## src/rtl/bdph_pkg.sv

```systemverilog
`default_nettype none

package bdph_pkg;

   localparam int BUTTONS     = 6;
   localparam int PORT_BITS   = 6;
   localparam int BTN_IDX_W   = (BUTTONS > 1) ? $clog2(BUTTONS) : 1;
   localparam int COUNT_W     = 8;
   localparam int CSR_ADDR_W  = 3;
   localparam int CSR_DATA_W  = 32;

   typedef enum logic [1:0] {
      CMD_TICK        = 2'd0,
      CMD_QUERY       = 2'd1,
      CMD_QUERY_CLEAR = 2'd2,
      CMD_UNUSED      = 2'd3
   } cmd_type;

   // Register numbers, taken from address bit 2 of paddr.
   localparam logic REG_HOLD_TICKS  = 1'b0;
   localparam logic REG_PRESS_LEVEL = 1'b1;

   localparam logic [COUNT_W-1:0] HOLD_TICKS_RESET = 8'd100;

   typedef struct packed {
      logic [1:0] command;
      logic [5:0] port_sample;
      logic [2:0] button_index;
   } req_type;

   typedef struct packed {
      logic [7:0] held_count;
      logic       short_press;
      logic       long_press;
      logic       bad_index;
   } rsp_type;

endpackage

`default_nettype wire

```

## src/rtl/button_debounce_press_hold.sv

```systemverilog
// A query word is taken into the input register and its result is then
// registered in the result register; a sample tick gives no result.
// Throughput: one word per cycle; the input stage holds only while a query
// waits on a result register that has not been taken.
// Reset (synchronous, active high) clears all samples, counters and flags,
// sets hold_ticks to 100 and press_level to 0, and empties both stages.
`default_nettype none

module button_debounce_press_hold
   import bdph_pkg::*;
(
   input  wire                     clock,
   input  wire                     reset,
   input  wire                     req_valid,
   output logic                    req_ready,
   input  req_type                 req_data,
   output logic                    rsp_valid,
   input  wire                     rsp_ready,
   output rsp_type                 rsp_data,
   input  wire                     csr_psel,
   input  wire                     csr_penable,
   input  wire                     csr_pwrite,
   input  wire  [CSR_ADDR_W-1:0]   csr_paddr,
   input  wire  [CSR_DATA_W-1:0]   csr_pwdata,
   output logic [CSR_DATA_W-1:0]   csr_prdata,
   output logic                    csr_pready
);

   logic [COUNT_W-1:0] hold_ticks_ff;
   logic               press_level_ff;

   logic               in_vld_ff;
   req_type            in_word_ff;

   logic [BUTTONS-1:0] newer_ff, newer_in;
   logic [BUTTONS-1:0] older_ff, older_in;
   logic [COUNT_W-1:0] count_ff [BUTTONS];
   logic [COUNT_W-1:0] count_in [BUTTONS];
   logic [BUTTONS-1:0] short_ff, short_in;
   logic [BUTTONS-1:0] long_ff, long_in;

   logic               rsp_vld_ff;
   rsp_type            rsp_word_ff, rsp_word_in;

   logic               csr_wr;
   logic               is_query;
   logic               out_free;
   logic               in_go;
   logic               bad_idx;
   logic [BTN_IDX_W-1:0] sel;
   logic [BUTTONS-1:0] port_ext;
   cmd_type            cmd;

   // ---------------- configuration port ----------------
   assign csr_pready = 1'b1;
   assign csr_wr     = csr_psel & csr_penable & csr_pwrite;

   always_comb begin
      csr_prdata = '0;
      unique case (csr_paddr[2])
         REG_HOLD_TICKS:  csr_prdata[COUNT_W-1:0] = hold_ticks_ff;
         REG_PRESS_LEVEL: csr_prdata[0]           = press_level_ff;
         default:         csr_prdata              = '0;
      endcase
   end

   always_ff @(posedge clock) begin
      if (reset) begin
         hold_ticks_ff  <= HOLD_TICKS_RESET;
         press_level_ff <= 1'b0;
      end else if (csr_wr) begin
         if (csr_paddr[2] == REG_HOLD_TICKS) begin
            hold_ticks_ff <= csr_pwdata[COUNT_W-1:0];
         end else begin
            press_level_ff <= csr_pwdata[0];
         end
      end
   end

   // ---------------- handshake ----------------
   assign cmd       = cmd_type'(in_word_ff.command);
   assign is_query  = (cmd == CMD_QUERY) || (cmd == CMD_QUERY_CLEAR);
   assign out_free  = !rsp_vld_ff || rsp_ready;
   assign in_go     = in_vld_ff && (!is_query || out_free);
   assign req_ready = !in_vld_ff || in_go;
   assign rsp_valid = rsp_vld_ff;
   assign rsp_data  = rsp_word_ff;

   always_ff @(posedge clock) begin
      if (reset) begin
         in_vld_ff <= 1'b0;
      end else if (req_ready) begin
         in_vld_ff <= req_valid;
      end
      if (req_ready && req_valid) begin
         in_word_ff <= req_data;
      end
   end

   // ---------------- debounce and query logic ----------------
   assign port_ext = BUTTONS'(in_word_ff.port_sample);
   assign bad_idx  = ({1'b0, in_word_ff.button_index} >= 4'(BUTTONS));
   assign sel      = in_word_ff.button_index[BTN_IDX_W-1:0];

   always_comb begin
      logic lvl;
      newer_in    = newer_ff;
      older_in    = older_ff;
      count_in    = count_ff;
      short_in    = short_ff;
      long_in     = long_ff;
      rsp_word_in = '0;
      if (in_go) begin
         unique case (cmd)
            CMD_TICK: begin
               for (int k = 0; k < BUTTONS; k++) begin
                  // Pins past the port width always read as level zero.
                  lvl         = (k < PORT_BITS) ? port_ext[k] : 1'b0;
                  older_in[k] = newer_ff[k];
                  newer_in[k] = lvl;
                  if (lvl == newer_ff[k]) begin
                     if (lvl == press_level_ff) begin
                        if (count_ff[k] < hold_ticks_ff) begin
                           count_in[k] = count_ff[k] + 8'd1;
                        end else begin
                           long_in[k] = 1'b1;
                        end
                     end else begin
                        short_in[k] = (count_ff[k] != '0) && !long_ff[k];
                        count_in[k] = '0;
                        long_in[k]  = 1'b0;
                     end
                  end
               end
            end
            CMD_QUERY, CMD_QUERY_CLEAR: begin
               if (bad_idx) begin
                  rsp_word_in.bad_index = 1'b1;
               end else begin
                  rsp_word_in.held_count  = count_ff[sel];
                  rsp_word_in.short_press = short_ff[sel];
                  rsp_word_in.long_press  = long_ff[sel];
                  if (cmd == CMD_QUERY_CLEAR) begin
                     short_in[sel] = 1'b0;
                  end
               end
            end
            default: begin
            end
         endcase
      end
   end

   always_ff @(posedge clock) begin
      if (reset) begin
         newer_ff <= '0;
         older_ff <= '0;
         short_ff <= '0;
         long_ff  <= '0;
         for (int k = 0; k < BUTTONS; k++) begin
            count_ff[k] <= '0;
         end
      end else begin
         newer_ff <= newer_in;
         older_ff <= older_in;
         short_ff <= short_in;
         long_ff  <= long_in;
         count_ff <= count_in;
      end
   end

   // ---------------- result register ----------------
   always_ff @(posedge clock) begin
      if (reset) begin
         rsp_vld_ff <= 1'b0;
      end else if (out_free) begin
         rsp_vld_ff <= in_go && is_query;
      end
      if (in_go && is_query) begin
         rsp_word_ff <= rsp_word_in;
      end
   end

endmodule

`default_nettype wire

```

## config.mk

```make
export PLATFORM = sky130hd
export DESIGN_NAME = button_debounce_press_hold
export DESIGN_NICKNAME = d
export VERILOG_FILES = /design/src/rtl/bdph_pkg.sv /design/src/rtl/button_debounce_press_hold.sv
export SDC_FILE = /design/constraint.sdc
export NUM_CORES = 1
export LEC_CHECK = 0
export ABC_CLOCK_PERIOD_IN_PS = 4150
export BUFFER_PORTS_ARGS = -buffer_cell sky130_fd_sc_hd__buf_2
export CORE_ASPECT_RATIO = 0.9
export CORE_MARGIN = 4
export CORE_UTILIZATION = 35
export DETAILED_ROUTE_END_ITERATION = 8
export GPL_TIMING_DRIVEN = 0
export SKIP_LAST_GASP = 1
export SLEW_MARGIN = 25
export SYNTH_ARGS = -nofsm -noshare
export SYNTH_HDL_FRONTEND = slang
export SYNTH_SLANG_ARGS = --single-unit
```

## constraint.sdc

```tcl
create_clock -name clock -period 4.15 [get_ports clock]
set_clock_uncertainty 0.1 [all_clocks]
set_input_delay 0.6225 -clock clock [delete_from_list [all_inputs] [get_ports clock]]
set_output_delay 0.6225 -clock clock [all_outputs]
set_load 0.005 [all_outputs]
```

==> out/results.txt, run 1 <==
Setup repair after global routing left no endpoint under its margin. The critical path arrival was 2.98 ns. In the routed design, unresolved DRC markers number 0. Dividing total power by cell area gives a power density of 284 mW/mm^2. The run gives 0 as the hold buffer count at cts. Cell accounting for the most synthesized area: sky130_fd_sc_hd__dfxtp_1.

Traced cell by cell, the critical path runs through inv_1 > ha_1 > and3_1 > a221oi_1 > o21ai_1 > clkbuf_1 > or4b_1 > o31ai_1. Entering global routing, the biggest net connects 18 pins. In the post-synthesis netlist, the biggest area contributors are sky130_fd_sc_hd__dfxtp_1 (24%), sky130_fd_sc_hd__ha_1 (11%), sky130_fd_sc_hd__edfxtp_1 (10%). The detailed-route wire length is 18.4 mm. STA classifies the critical path startpoint as a register. The worst register-to-register path has a setup slack of 1.34 ns. For this run, the register share of the synthesized area comes to 34.7%.

The tools report the buffer type at the clock tree root as sky130_fd_sc_hd__clkbuf_16. After synthesis, the share of flip-flops with an asynchronous set or reset is 0%. The smallest clock period supported by the final layout is computed as 2.81 ns.

The antenna diode instance count was 0. Summing internal, switching and leakage power gives 2.06 mW. The combined global-route utilization of all metal layers was 18.5%; the half-perimeter wire length after detailed placement was 13.6 mm.

The count of buffers from port buffering is 46, and the count of cell types in the netlist is 57. The die covers 0.0204 sq mm. The final setup TNS was 0 ns. The run gives 0.36 ns as the source-to-sink clock delay at the later pin of the worst-skew pair. Cell with the largest stage delay on the worst path: sky130_fd_sc_hd__or4b_1.

The via count of the first global-routing pass came out at 5199. The leakage power was 2.84 nW. Setup violations remaining at the end of the flow were counted as 0. The number of flops mapped to enable cells by yosys works out to 22. The top fanout value on the critical path works out to 10. The final net count is 904, and the sum of buffers and inverters on the critical path is 2.

For this run, the number of standard cells in the final layout without fillers is 1040. The floorplan step set the die width to 150 um. After clock tree synthesis, the clock-pin slew on the worst setup and hold paths is 0.07 ns. Global routing finished with a remaining overflow of 0. The logs give 1.34 ns for the final worst-path setup slack and 3 for the number of levels in the clock H-tree. Synthesis produced 715 cells. The most used flip-flop cell after synthesis was sky130_fd_sc_hd__dfxtp_1. The congestion estimate from routability-driven global placement came to 0.875. Via count: 5813. Type of the tightest min-delay check: primary input to register. Of the total synthesized cell area, the portion taken by AND, OR, NAND and NOR gates is 21.0%.

The post-cts resize count is 0, and the mux share of post-synthesis cell area is 2.29%. Data on the critical path is required at its endpoint by 4.32 ns. By count the netlist is led by sky130_fd_sc_hd__dfxtp_1 (77), sky130_fd_sc_hd__nand2_1 (61), sky130_fd_sc_hd__ha_1 (56). The floorplan step set the die height to 136 um. Among cell families on the critical path, the largest total delay comes from simple AND/OR/NAND/NOR gates. The first TritonRoute pass finished after 6 iterations. The max-slew violation count is 0, and the area share of the largest cell type after synthesis is 24.3%. In this run the count of I/O pins placed on the die edge is 99. The detail route stage leaves a number of antenna-violating nets equal to 0.

The number of buffers added for setup after CTS was 0; the placeable core region was 0.0177 sq mm. The number of clock buffers added by TritonCTS is 9. In this run, synthesis produced a sequential element count of 99. The peak clock frequency supported by timing is 356 MHz, and the number of warning messages in the yosys log is 0. The area overhead of the layout relative to synthesis is 14.1%. The run gives 0 as the initial antenna violation count.

TritonCTS built the clock tree. STA classifies the critical path endpoint as a register. The run gives 1024 as the count of placed standard cells including taps.

Dividing the synthesized area by the synthesized cell count gives 8.88 sq um. Measured against its own limit, the worst slew margin works out to 42.5%. The delay contributed by the slowest stage of the critical path is 0.55 ns. The slew of the pin with the lowest slew margin is 0.855 ns.

The max-cap check violation count was 0. In this run the core area contains 46 standard-cell rows. On the final layout, the worst hold slack is 0.333 ns.

Summing the areas of all compound-gate instances in the mapped netlist gives 22.0% of the synthesized area. After layout, the worst path uses 67.7% of the clock period. The clock net in this run drives a total of 99 sinks. The worst slack after detailed placement was 1.37 ns.

The most common cell in the netlist is sky130_fd_sc_hd__dfxtp_1. In the final routed layout, each cell accounts on average for 17.7 um. In the final layout, the share of cells above drive strength 1 is 12.5%.

For the number of hold violations in the final report, the log shows 0. The worst setup path is of the register to register kind. The run finished with clean final reports. After Yosys synthesis, full adders, half adders and majority gates account for 11.0% of the synthesized area.

The post-synth design cell area was 0.00635 sq mm. After detailed routing, the number of vias per cell comes to 5.59. For this block, the initial DRC count from the detailed router was 497.

For the largest vdd supply drop, the log shows 187 uV. After synthesis, the largest family of logic cells by area is compound AO/OA/AOI/OAI gates. Of the total synthesized cell area, the portion taken by XOR and XNOR cells is 2.29%. The effective utilization at floorplan was 35.8%. The first global-routing pass estimated 29.3 mm of wire. The clock passes through at most 2 buffers.
layer usage:
layer	GRT usage [%]	vias to the layer above	routed length (um)
li1	-	2838	-
met1	27.0	2749	8760
met2	27.7	206	7920
met3	4.28	20	1410
met4	4.22	0	280
met5	0	-	0
flip-flops by register name (all words and copies together) (netlist names):
signal / count
count_ff: 48
rsp_data: 11
hold_ticks_ff: 8
long_ff: 6
newer_ff: 6
port_ext: 6
short_ff: 6
sel: 3
cmd: 2
in_vld_ff: 1
press_level_ff: 1
rsp_valid: 1
worst paths after layout:
| check | start | endpoint | cells past startpoint |
|---|---|---|---|
| worst max-delay path | hold_ticks_ff[7]$_SDFFE_PP0P_ | count_ff[1]$_SDFFE_PP0P_ | 8 |
| worst min-delay path | req_data[4] | port_ext[1]$_DFFE_PP_ | 1 |
| worst max register to register | hold_ticks_ff[7]$_SDFFE_PP0P_ | count_ff[1]$_SDFFE_PP0P_ | 8 |
| worst min register to register | newer_ff[1]$_SDFFE_PP0P_ | newer_ff[1]$_SDFFE_PP0P_ | 2 |
cell families after synthesis:
kind of cell    Yosys count
mux                      14
xor+xnor                 14
buf+inv                  83
compound gates          195
simple gates            252
other cells               2
fa+ha+maj                56
flops                    99
layout make-up:
type / count / area (sq um)
fill: 1862 / 10500
multi-input combinational: 556 / 3820
sequential: 99 / 2200
buffer: 53 / 308
tap: 240 / 300
clock buffer: 11 / 243
timing repair buffer: 46 / 230
inverter: 30 / 113
clock inverter: 5 / 36.3
cell usage in the layout, fill, tap and decap left out, drive strengths merged, types with 15 or more instances in the layout:
cell type	synthesis	routed
nor2	53	53
nor3	25	25
ha	56	56
dfxtp	77	77
o21ai	17	17
conb	2	25
edfxtp	22	22
a21oi	17	17
a31oi	43	43
a22oi	30	30
o211ai	15	15
inv	29	31
or4	15	15
nand3	25	25
buf	29	75
clkbuf	24	35
nand2	62	62
report_power, final:
part           total, mW  leakage, nW  switching, mW  internal [mW]
Clock              0.812        0.140          0.386          0.427
Sequential          1.04        0.831         0.0303           1.01
Combinational      0.208         1.87          0.126         0.0816
worst reg2reg max path, stage by stage, from the launching register on:
cell and delay, ns:
sky130_fd_sc_hd__dfxtp_1 0.31, sky130_fd_sc_hd__inv_1 0.38, sky130_fd_sc_hd__ha_1 0.34, sky130_fd_sc_hd__and3_1 0.20, sky130_fd_sc_hd__a221oi_1 0.24, sky130_fd_sc_hd__o21ai_1 0.23
sky130_fd_sc_hd__clkbuf_1 0.29, sky130_fd_sc_hd__or4b_1 0.55, sky130_fd_sc_hd__o31ai_1 0.09
metrics by stage:
stage,instance area [sq um],util [%]
after floorplan,6440,-
after global placement,6970,39.3
after detailed placement,6970,39.3
after CTS,7250,40.9
after global routing,7250,40.9
final,7250,40.9
Power figures use the tool's default switching activity.
==> run 2: changes to the inputs <==
--- a/config.mk
+++ b/config.mk
@@ -5,7 +5,7 @@
 export SDC_FILE = /design/constraint.sdc
 export NUM_CORES = 1
 export LEC_CHECK = 0
-export ABC_CLOCK_PERIOD_IN_PS = 4150
+export ABC_CLOCK_PERIOD_IN_PS = 2400
 export BUFFER_PORTS_ARGS = -buffer_cell sky130_fd_sc_hd__buf_2
 export CORE_ASPECT_RATIO = 0.9
 export CORE_MARGIN = 4
==> constraint.sdc (replaced) <==
create_clock -name clock -period 2.4 [get_ports clock]
set_clock_uncertainty 0.1 [all_clocks]
set_input_delay 0.36 -clock clock [delete_from_list [all_inputs] [get_ports clock]]
set_output_delay 0.36 -clock clock [all_outputs]
set_load 0.005 [all_outputs]
==> run 2 against run 1 <==
The flow now finishes with violations (setup timing); non-clock buffer count is 41 higher; sequential cell count unchanged; clock-buffer cell count is the same; routed wire length is 7.4% higher; sequential share of layout area down 3.5 points; core utilization up 5.5 points; register-to-register slack worse by 1.4 ns; critical path type unchanged; largest power group unchanged; highest routed layer unchanged.
==> out/results.txt, run 2 (same netlist as run 1, synthesis figures left out) <==
In the final routed layout, each cell accounts on average for 18.2 um. Summing all non-filler instances in the final layout gives an area of 0.00823 sq mm. The share of total power dissipated in sequential elements is 49.1%. In this run the power spent charging and discharging nets is 992 uW.

For this run the aggregate overflow at the end of global routing stands at 0. The number of sinks on the clock net is 99, and the combined global-route utilization of all metal layers is 19.3%. Counting tap cells, the placed design contains a total of 1024 instances. The logs give 5 for the detailed-router iteration count before antenna repair and 1081 for the final non-filler cell total. Detailed placement finished with a half-perimeter wire length of 13.6 mm. The type of the tightest min-delay check was primary input to register. The run gives 402 MHz as the peak clock frequency supported by timing. In this run, CTS created clock tree buffers numbering 9. Wire length of the first global-routing pass: 30.5 mm. Of all nets on the critical path, the largest fanout is 7. Critical path capture point type: a register. Cells fill 46.4% of the core in the end.

The total I/O pin count was 99. The switching fraction of total power is 27.1%, and the final worst-path setup slack is -0.0864 ns. The worst relative slew slack came out at 50.7%.

The initial antenna violation count came out at 0. After layout, the worst path uses 104% of the clock period. Global placement routability congestion: 0.875. The instance area after placement was 0.00697 sq mm. The tools report the final setup violation count as 16. At the worst endpoint, the arrival time is 2.66 ns.

Across the VDD grid, the largest voltage drop is 329 uV. The depth of the worst register-to-register path was 9; the number of levels in the clock H-tree was 3. Leakage power: 3.09 nW. After detailed routing, the number of vias per cell comes to 5.58. The logs give 0 for the number of hold violations in the final report and 18 for the largest net degree at the start of global routing. The number of cells on the worst hold path is 1, and the clock transition time at the flip-flop clock pins of the worst setup and hold paths is 0.07 ns. Relative to the synthesized area, the layout overhead comes to 29.5%. Of the total power, the clock network draws 39.0%. The die is 136 um tall. The number of nets still failing antenna checks after routing is 0.

For the maximum count of clock buffers along a single path, the log shows 2. Power spread over the standard cell area amounts to 445 mW/mm^2. The via count of the first global-routing pass came out at 5434.

For the via count, the log shows 6032. At the later pin of the worst-skew pair, clock insertion delay measures 0.36 ns. The nature of the critical path startpoint is a register. The smallest clock period supported by the final layout is computed as 2.49 ns.

In this run the clock root is driven by a sky130_fd_sc_hd__clkbuf_16. Kind of critical path: register to register. After the first detailed-routing iteration, the DRC count stood at 598. The run finished, with violations left.

The slew of the pin with the lowest slew margin works out to 0.739 ns. The tool flagged a number of max-cap violations equal to 0. The tools report the placeable core region as 0.0177 sq mm. The tools report the number of filler cells placed in the layout as 1768. In the final layout, the share of cells above drive strength 1 is 26.4%. Setup repair after global routing could not meet its margin everywhere. After detailed routing, the number of remaining DRC violations is 0. The final reports fail on setup timing.

The number of antenna diodes in the final layout is 0. In this run, post-CTS hold repair placed 0 buffers. The internal power was 2.66 mW. STA puts the critical path data required time at 2.57 ns. The library cell used most frequently in the layout, excluding fill and tap cells, is sky130_fd_sc_hd__dfxtp_1. Combinational logic burns 11.9% of the power. After detailed routing, the total wire length is 19.7 mm.

The flip-flop count of the largest register, all copies and words added was 48. The final layout contains 945 nets. The register with the most flip-flops in the final layout is count_ff.

Overall die area: 0.0204 sq mm. The initial utilization of the core area, before any placement, comes to 35.8%. The tools report the number of core rows as 46. In the layout the commonest cells are sky130_fd_sc_hd__dfxtp_1 (73), sky130_fd_sc_hd__nand2_1 (60), sky130_fd_sc_hd__buf_4 (58). TritonCTS built the clock tree. The tools report the max-slew violation count as 0. Measured along the x axis, the die boundary spans 150 um. Port buffering added 46 buffers.
run 2: changes by cell type in the layout (fill, tap and decap cells not counted), moves of 6 or more:
cell,change
sky130_fd_sc_hd__buf_4,+31
sky130_fd_sc_hd__ha_1,-16
sky130_fd_sc_hd__ha_4,+16
sky130_fd_sc_hd__buf_6,+7
sky130_fd_sc_hd__inv_1,-7
sky130_fd_sc_hd__nor3_1,-6
sky130_fd_sc_hd__nor3_2,+6
run 2: final cells by class:
type                       count  area [sq um]  area share, %
buffer                        52           327           3.97
tap                          240           300           3.65
clock buffer                  11           243           2.95
sequential                    99          2210           26.8
inverter                      30           131           1.60
multi-input combinational    556          4380           53.3
clock inverter                 5          36.3          0.441
timing repair buffer          88           601           7.30
run 2: final timing paths:
path                                      start                            end  slack, ns
setup / recovery  hold_ticks_ff[6]$_SDFFE_PP1P_      count_ff[17]$_SDFFE_PP0P_      -0.09
hold / removal                      req_data[8]          port_ext[5]$_DFFE_PP_       0.07
setup reg to reg  hold_ticks_ff[6]$_SDFFE_PP1P_      count_ff[17]$_SDFFE_PP0P_      -0.09
hold reg to reg   hold_ticks_ff[3]$_SDFFE_PP0P_  hold_ticks_ff[3]$_SDFFE_PP0P_       0.39
run 2: power groups by stage:
stage	registers, mW	logic, mW	clock network, mW
finish	1.80	0.437	1.42
detailed placement	1.83	0.355	0
global route	1.80	0.481	1.52
global placement	1.83	0.352	0
floorplan	1.81	0.243	0
CTS	1.79	0.394	1.44
run 2: timing repair:
item / CTS / global route
setup endpoints to repair: 54 / 52
resized for setup: 57 / 66
buffers inserted: 25 / 18
cloned: 0 / 2
pin swaps: 11 / 59
run 2: metrics by stage:
| stage | TNS (ns) | total power [mW] | hold slack (ns) | worst slack, ns |
|---|---|---|---|---|
| floorplan | 0 | 2.06 | 0.359 | 0.0966 |
| global placement | -13.60 | 2.18 | 0.376 | -0.639 |
| detailed placement | -8.82 | 2.18 | 0.381 | -0.376 |
| CTS | -1.46 | 3.63 | 0.0602 | -0.150 |
| global route | -3.24 | 3.80 | 0.0553 | -0.189 |
| finish | -0.471 | 3.66 | 0.0717 | -0.0864 |
run 2: layer usage:
metal / GRT usage [%] / vias up / share of wire, % / wire length [um]
li1: - / 2918 / - / -
met1: 27.5 / 2890 / 47 / 9200
met2: 29.0 / 208 / 45 / 8840
met3: 4.88 / 16 / 7.3 / 1450
met4: 4.93 / 0 / 1.2 / 235
met5: 0 / - / 0 / 0
run 2: worst max-delay path, cell delays in order (launching register included):
cell	delay [ns]
sky130_fd_sc_hd__dfxtp_2	0.35
sky130_fd_sc_hd__clkinvlp_4	0.20
sky130_fd_sc_hd__buf_6	0.19
sky130_fd_sc_hd__ha_4	0.21
sky130_fd_sc_hd__a21o_1	0.18
sky130_fd_sc_hd__a221oi_4	0.33
sky130_fd_sc_hd__o21ai_4	0.15
sky130_fd_sc_hd__buf_8	0.15
sky130_fd_sc_hd__or4b_1	0.46
sky130_fd_sc_hd__o31ai_1	0.07
